<file path="config.mk">
export PLATFORM = sky130hd
export DESIGN_NAME = vector_to_degree_bearing_unit
export DESIGN_NICKNAME = d
export VERILOG_FILES = /design/src/hw/rtl/vdb_pkg.sv /design/src/hw/rtl/vdb_prep.sv /design/src/hw/rtl/vdb_divider.sv /design/src/hw/rtl/vdb_place.sv /design/src/hw/rtl/vector_to_degree_bearing_unit.sv
export SDC_FILE = /design/constraint.sdc
export NUM_CORES = 1
export LEC_CHECK = 0
export BUFFER_PORTS_ARGS = -buffer_cell sky130_fd_sc_hd__buf_4
export CAP_MARGIN = 25
export CORE_AREA = 10 10 166 168
export CTS_CLUSTER_DIAMETER = 40
export DETAILED_ROUTE_END_ITERATION = 10
export DIE_AREA = 0 0 176 178
export HOLD_SLACK_MARGIN = 0.05
export SLEW_MARGIN = 30
export SYNTH_ARGS = -nofsm -noshare
export SYNTH_HDL_FRONTEND = slang
export SYNTH_SLANG_ARGS = --single-unit
</file>
<file path="constraint.sdc">
create_clock -name clk -period 9.5 [get_ports clk]
set_clock_uncertainty 0.2 [all_clocks]
set_input_delay 0.475 -clock clk [delete_from_list [all_inputs] [get_ports clk]]
set_output_delay 0.475 -clock clk [all_outputs]
set_load 0.02 [all_outputs]
</file>
<file path="src/hw/rtl/vdb_pkg.sv">
`timescale 1ns / 1ps
// ----------------------------------------------------------------------------
// vdb_pkg
// shared widths, angle constants and the pipeline word type for the
// vector to degree bearing unit
// ----------------------------------------------------------------------------
package vdb_pkg;

  localparam int CompW       = 12;  // input component width
  localparam int MagW        = 12;  // magnitude width, holds 2048
  localparam int QuoW        = 6;   // quotient 0..45
  localparam int RemW        = 18;  // numerator 45 * 2048 and shifted divisor
  localparam int BrgW        = 9;   // bearing 0..360
  localparam int DivStages   = 3;
  localparam int DivBitsPerStage = QuoW / DivStages;
  localparam int NumStages   = DivStages + 2;  // prep, divider, placement

  localparam logic [QuoW-1:0] Eighth   = QuoW'(45);
  localparam logic [6:0]      Quarter  = 7'd90;
  localparam logic [BrgW-1:0] HalfTurn = BrgW'(180);
  localparam logic [BrgW-1:0] FullTurn = BrgW'(360);

  // error curve breakpoints
  localparam logic [QuoW-1:0] CorrSplit = QuoW'(22);
  localparam logic [QuoW-1:0] CorrHi0   = QuoW'(44);
  localparam logic [QuoW-1:0] CorrHi1   = QuoW'(41);
  localparam logic [QuoW-1:0] CorrHi2   = QuoW'(37);
  localparam logic [QuoW-1:0] CorrHi3   = QuoW'(32);
  localparam logic [QuoW-1:0] CorrLo0   = QuoW'(2);
  localparam logic [QuoW-1:0] CorrLo1   = QuoW'(6);
  localparam logic [QuoW-1:0] CorrLo2   = QuoW'(10);
  localparam logic [QuoW-1:0] CorrLo3   = QuoW'(15);

  // word carried through the divider stages
  typedef struct packed {
    logic [RemW-1:0] rem;   // partial remainder
    logic [MagW-1:0] den;   // larger magnitude
    logic [QuoW-1:0] quo;   // quotient bits so far
    logic            swap;  // |x| > |y|, mirror about 45 degrees
    logic            xneg;
    logic            yneg;
    logic            zero;  // both components zero
  } vdb_div_t;

endpackage

</file>
<file path="src/hw/rtl/vdb_prep.sv">
`timescale 1ns / 1ps
// ----------------------------------------------------------------------------
// vdb_prep
// first stage: magnitudes, octant compare and the scaled numerator
// ----------------------------------------------------------------------------
module vdb_prep import vdb_pkg::*; (
  input  logic                    clk,
  input  logic                    en,
  input  logic signed [CompW-1:0] x_value,
  input  logic signed [CompW-1:0] y_value,
  output vdb_div_t                dout
);

  logic [MagW-1:0] ax, ay, mn, mx;
  logic            swap;
  vdb_div_t        prep_r, prep_nxt;

  // twos complement negate; -2048 comes out as 2048 in 12 unsigned bits
  assign ax   = x_value[CompW-1] ? MagW'(~x_value + 1'b1) : MagW'(x_value);
  assign ay   = y_value[CompW-1] ? MagW'(~y_value + 1'b1) : MagW'(y_value);
  assign swap = ax > ay;
  assign mn   = swap ? ay : ax;
  assign mx   = swap ? ax : ay;

  always_comb begin
    prep_nxt      = '0;
    prep_nxt.rem  = RemW'(mn) * RemW'(Eighth);
    prep_nxt.den  = mx;
    prep_nxt.quo  = '0;
    prep_nxt.swap = swap;
    prep_nxt.xneg = x_value[CompW-1];
    prep_nxt.yneg = y_value[CompW-1];
    prep_nxt.zero = (ax == '0) && (ay == '0);
  end

  always_ff @(posedge clk) begin
    if (en) begin
      prep_r <= prep_nxt;
    end
  end

  assign dout = prep_r;

endmodule

</file>
<file path="src/hw/rtl/vdb_divider.sv">
`timescale 1ns / 1ps
// ----------------------------------------------------------------------------
// vdb_divider
// pipelined restoring divider, two quotient bits per stage
// ----------------------------------------------------------------------------
module vdb_divider import vdb_pkg::*; (
  input  logic                 clk,
  input  logic [DivStages-1:0] en,
  input  vdb_div_t             din,
  output vdb_div_t             dout
);

  vdb_div_t src [DivStages+1];
  vdb_div_t stg_r [DivStages];
  vdb_div_t stg_nxt [DivStages];

  assign src[0] = din;

  for (genvar g = 0; g < DivStages; g++) begin : g_stage
    always_comb begin
      logic [RemW-1:0] dsh;
      int              b;
      stg_nxt[g] = src[g];
      dsh        = '0;
      for (int k = 0; k < DivBitsPerStage; k++) begin
        b   = QuoW - 1 - g * DivBitsPerStage - k;
        dsh = RemW'(src[g].den) << b;
        if (stg_nxt[g].rem >= dsh) begin
          stg_nxt[g].rem = stg_nxt[g].rem - dsh;
          stg_nxt[g].quo[b[$clog2(QuoW)-1:0]] = 1'b1;
        end
      end
    end

    always_ff @(posedge clk) begin
      if (en[g]) begin
        stg_r[g] <= stg_nxt[g];
      end
    end

    assign src[g+1] = stg_r[g];
  end

  assign dout = src[DivStages];

endmodule

</file>
<file path="src/hw/rtl/vdb_place.sv">
`timescale 1ns / 1ps
// ----------------------------------------------------------------------------
// vdb_place
// last stage: curve correction, octant mirror and quadrant placement
// ----------------------------------------------------------------------------
module vdb_place import vdb_pkg::*; (
  input  logic            clk,
  input  logic            en,
  input  vdb_div_t        din,
  output logic [BrgW-1:0] bearing_degrees,
  output logic            invalid
);

  logic [QuoW-1:0] q;
  logic [2:0]      corr;
  logic [6:0]      v, oct;
  logic [BrgW-1:0] qq;
  logic [BrgW-1:0] brg_r, brg_nxt;
  logic            inv_r;

  assign q = din.quo;

  always_comb begin
    if (q > CorrSplit) begin
      corr = 3'(q <= CorrHi0) + 3'(q <= CorrHi1) + 3'(q <= CorrHi2) + 3'(q <= CorrHi3);
    end else begin
      corr = 3'(q >= CorrLo0) + 3'(q >= CorrLo1) + 3'(q >= CorrLo2) + 3'(q >= CorrLo3);
    end
  end

  assign v   = 7'(q) + 7'(corr);
  assign oct = din.swap ? (Quarter - v) : v;
  assign qq  = BrgW'(oct);

  always_comb begin
    priority if (din.zero) begin
      brg_nxt = '0;
    end else if (din.yneg) begin
      brg_nxt = din.xneg ? (HalfTurn + qq) : (HalfTurn - qq);
    end else begin
      brg_nxt = din.xneg ? (FullTurn - qq) : qq;
    end
  end

  always_ff @(posedge clk) begin
    if (en) begin
      brg_r <= brg_nxt;
      inv_r <= din.zero;
    end
  end

  assign bearing_degrees = brg_r;
  assign invalid         = inv_r;

endmodule

</file>
<file path="src/hw/rtl/vector_to_degree_bearing_unit.sv">
`timescale 1ns / 1ps
// ----------------------------------------------------------------------------
// vector_to_degree_bearing_unit
// signed xy vector to whole-degree bearing, clockwise from +y
// ----------------------------------------------------------------------------
// usage:
//   input word: in_tdata carries x (bits 11:0) and y (bits 23:12), both
//   signed. result word: out_tdata bits 8:0 hold the bearing 0..360,
//   out_tuser is set for the zero vector, whose bearing reads 0.
//   five register stages: operand prep with the 45x multiply, three
//   divider stages of two quotient bits each, then correction and
//   quadrant placement into the output register that feeds out_tdata.
//   one word per cycle is sustained as long as out_tready stays high;
//   every stage holds one word, so the pipeline holds five words at most.
//   when the receiver stalls, stages fill from the output backward and
//   empty stages still take words; in_tready drops only when all five
//   stages hold data. reset empties the pipeline; no results are pending
//   afterwards and in_tready is high.
// ----------------------------------------------------------------------------
module vector_to_degree_bearing_unit import vdb_pkg::*; (
  input  logic        clk,
  input  logic        rst_n,
  input  logic        in_tvalid,
  output logic        in_tready,
  input  logic [23:0] in_tdata,   // x_value[11:0], y_value[23:12]
  output logic        out_tvalid,
  input  logic        out_tready,
  output logic [15:0] out_tdata,  // bearing_degrees[8:0], zero pad[15:9]
  output logic        out_tuser   // invalid
);

  logic [NumStages-1:0] vld_r, vld_nxt;
  logic [NumStages-1:0] en;
  vdb_div_t             prep_w, div_w;
  logic [BrgW-1:0]      bearing_degrees;
  logic                 invalid;

  // a stage loads when it is empty or its contents move on
  always_comb begin
    en[NumStages-1] = !vld_r[NumStages-1] || out_tready;
    for (int i = NumStages - 2; i >= 0; i--) begin
      en[i] = !vld_r[i] || en[i+1];
    end
  end

  always_comb begin
    vld_nxt = vld_r;
    if (en[0]) begin
      vld_nxt[0] = in_tvalid;
    end
    for (int i = 1; i < NumStages; i++) begin
      if (en[i]) begin
        vld_nxt[i] = vld_r[i-1];
      end
    end
  end

  always_ff @(posedge clk) begin
    if (!rst_n) begin
      vld_r <= '0;
    end else begin
      vld_r <= vld_nxt;
    end
  end

  vdb_prep u_prep (
    .clk     (clk),
    .en      (en[0]),
    .x_value (in_tdata[11:0]),
    .y_value (in_tdata[23:12]),
    .dout    (prep_w)
  );

  vdb_divider u_div (
    .clk  (clk),
    .en   (en[DivStages:1]),
    .din  (prep_w),
    .dout (div_w)
  );

  vdb_place u_place (
    .clk             (clk),
    .en              (en[NumStages-1]),
    .din             (div_w),
    .bearing_degrees (bearing_degrees),
    .invalid         (invalid)
  );

  assign in_tready  = en[0];
  assign out_tvalid = vld_r[NumStages-1];
  assign out_tdata  = {7'b0, bearing_degrees};
  assign out_tuser  = invalid;

`ifndef SYNTHESIS
  a_zero_vector_bearing : assert property (@(posedge clk) disable iff (!rst_n)
    out_tvalid && out_tuser |-> out_tdata[8:0] == '0)
    else $error("zero vector word with nonzero bearing");

  a_bearing_range : assert property (@(posedge clk) disable iff (!rst_n)
    out_tvalid |-> out_tdata[8:0] <= FullTurn)
    else $error("bearing above full turn");

  a_ready_only_when_full : assert property (@(posedge clk) disable iff (!rst_n)
    !in_tready |-> &vld_r)
    else $error("input stalled while a stage is empty");

  a_reset_empties : assert property (@(posedge clk)
    !rst_n |=> !out_tvalid && in_tready)
    else $error("pipeline not empty after reset");
`endif

endmodule
</file>
==> metrics <==
CP arrival=7.01 ns; cell count after synthesis=1185; post-synthesis sequential area ratio=0.345; vias in the first global route=8215; Via Count=8285; Hold-fix buffers, CTS=0; Layout area overhead=10.8%; TritonCTS buffer count=17; CP Capture Type=flip-flop; DRT Pass-1 Iters=4; worst-skew pair later-pin latency=0.43 ns; Synth Warn #=0; GPL Wtd Cong=0.940; worst min path class=in2reg; final slew viol count=0; clock-pin slew on the worst setup and hold paths=0.06 ns; outcome=completed; Unique masters post-synth=69; crit path to=u_prep.dout[38]; CTS tree=yes; Async S/R FF share, synth=0; area share of the largest cell type after synthesis=0.336; Worst Tran Pin Value=0.743 ns; R2R setup slack=2.91 ns; top_reg_cell synth=edfxtp_1; CP Class=in2reg; Diodes inserted=0; most used cell, CP=ha_1; Core ar.=24100 µm²; startpoint types=input pin; Post-Syn Area=11400 µm²; Post-Route WL=23600 µm; CP required=9.47 ns; Crit Path Max Fanout=19; slew margin rel.=0.501; clock sink count=133; top cells by count, synth=140 x inv_1, 133 x ha_1, 128 x edfxtp_1, 82 x a21oi_1, 81 x nor2_1; largest net degree at the start of global routing=39; layout cells sized above 1=0.111; Iter 0 DRT Violations=311; Max clock buf depth=2; Final Util=0.526; die width=176 µm; clock root cell=clkbuf_16; reg2reg start=u_div.stg_r[0][11]; synthesized area per cell=9.66 µm²; final hold violation count=0; min Tclk post-route=7.04 ns; fin area=12700 µm²; Nets=1412; post-CTS setup repair buffer count=0; Vias per Instance=5.29; Final Setup Violations=0; DRC viols=0; IO Pins=47; initial antenna violation count=0; Port Buffer Count=39; Routed Antenna Nets=0; RSZ-0062 raised after global routing=false; H-tree levels=4; count leader, synth=inv_1; crit share post-route=0.741; CP max stage delay=0.60 ns; #FFs+latches synth=133; area post-placement=12100 µm²; Worst Setup SP=in_tdata[4]; EDFF count, synth=128; grt ovf=0; GRT Total Usage=0.155; top cells by area, synth=edfxtp_1 34%, ha_1 15%, inv_1 4.6%; FP Rows=57; r2r endpoint=u_div.stg_r[0][71]; Detailed Place HPWL=19500 µm; post-DR wirelength/cell=15.1 µm; maximum capacitance violations=0; Slowest-stage cell, CP=nor4_1; R2R cell count=18; TNS Setup=0 ns; Initial Util=0.475; first-pass GRT wire length=39500 µm; post_cts resized=0; Peak Freq=142 MHz; Die ar.=31300 µm²; Die H=178 µm; area leader, netlist=edfxtp_1
## cell type report
cell class	count	area, µm²
Fill cell	2193	11400
Multi-Input combinational cell	891	6870
Sequential cell	133	3940
Inverter	141	529
Clock buffer	17	425
Tap cell	324	405
Timing Repair Buffer	46	349
Clock inverter	15	156
## per-stage QoR
| stage | instances | hold WS [ns] | setup WS (ns) |
|---|---|---|---|
| 2_1_floorplan | 1191 | 0.200 | 2.71 |
| 3_3_place_gp | 1534 | 0.201 | 1.79 |
| 3_5_place_dp | 1534 | 0.205 | 1.68 |
| 4_1_cts | 1566 | 0.0747 | 2.11 |
| 5_1_grt | 1567 | 0.0683 | 1.86 |
| 6_report | 1567 | 0.0852 | 2.46 |
## state kept, by name, indices dropped and copies added, names as in the netlist
signal                   count
u_div.stg_r                 84
u_place.bearing_degrees      9
u_place.invalid              1
u_prep.dout                 34
vld_r                        5
## logic make-up (layout without fill, tap and decap cells)
logic type | count (synthesis) | in the layout | synth area share
AOI/OAI and AO/OA | 277 | 277 | 0.155
xor gates and xnor gates | 95 | 95 | 0.0734
adders and majority gates | 157 | 157 | 0.185
buffers and inverters | 167 | 219 | 0.0580
DFF | 133 | 133 | 0.345
muxes | 60 | 60 | 0.0563
other | 1 | 7 | 0.000328
and+or+nand+nor | 295 | 295 | 0.128
## how the worst min path moves through the flow
| stage | startpoint | end | cells past startpoint |
|---|---|---|---|
| after floorplan | u_prep.dout[0] | u_div.stg_r[0][0] | 0 |
| after global placement | u_div.stg_r[0][40] | u_div.stg_r[0][80] | 0 |
| after detailed placement | u_prep.dout[0] | u_div.stg_r[0][0] | 0 |
| after CTS | rst_n | vld_r[2] | 2 |
| after global routing | rst_n | vld_r[2] | 2 |
| final | rst_n | vld_r[2] | 2 |
## routing by layer
layer / global-route usage / vias up / wire length [µm]
met2: 0.279 / 101 / 11700
met1: 0.184 / 3819 / 10900
met5: 0 / - / 0
met3: 0.0192 / 28 / 492
li1: - / 4337 / -
met4: 0.0583 / 0 / 473
## placed cells by master (no fill, tap or decap), types with 13 or more instances in the layout
cell type / netlist / routed
a21o_1: 19 / 19
a21oi_1: 82 / 82
buf_4: 8 / 45
clkbuf_16: 0 / 17
edfxtp_1: 128 / 128
fa_1: 21 / 21
ha_1: 133 / 133
inv_1: 140 / 140
mux2_2: 35 / 35
mux2i_1: 25 / 25
nand2_1: 65 / 65
nand2b_1: 13 / 13
nand3_1: 17 / 16
nand4_1: 17 / 17
nor2_1: 81 / 81
nor2b_1: 24 / 24
nor3_1: 22 / 22
o21a_1: 20 / 20
o21ai_0: 71 / 71
o31ai_1: 18 / 18
xnor2_1: 57 / 57
xor2_1: 37 / 37
## critical path: cells and delay by family
family                     cells  cell delay [ns]
AOI/OAI and AO/OA             10             2.13
buffers and inverters          5             0.59
xor gates and xnor gates       2             0.40
and+or+nand+nor                7             1.37
adders and majority gates      6             2.02
Power is not shown: default switching activity piles up to over one toggle a cycle in this logic, so the estimate is an artifact.
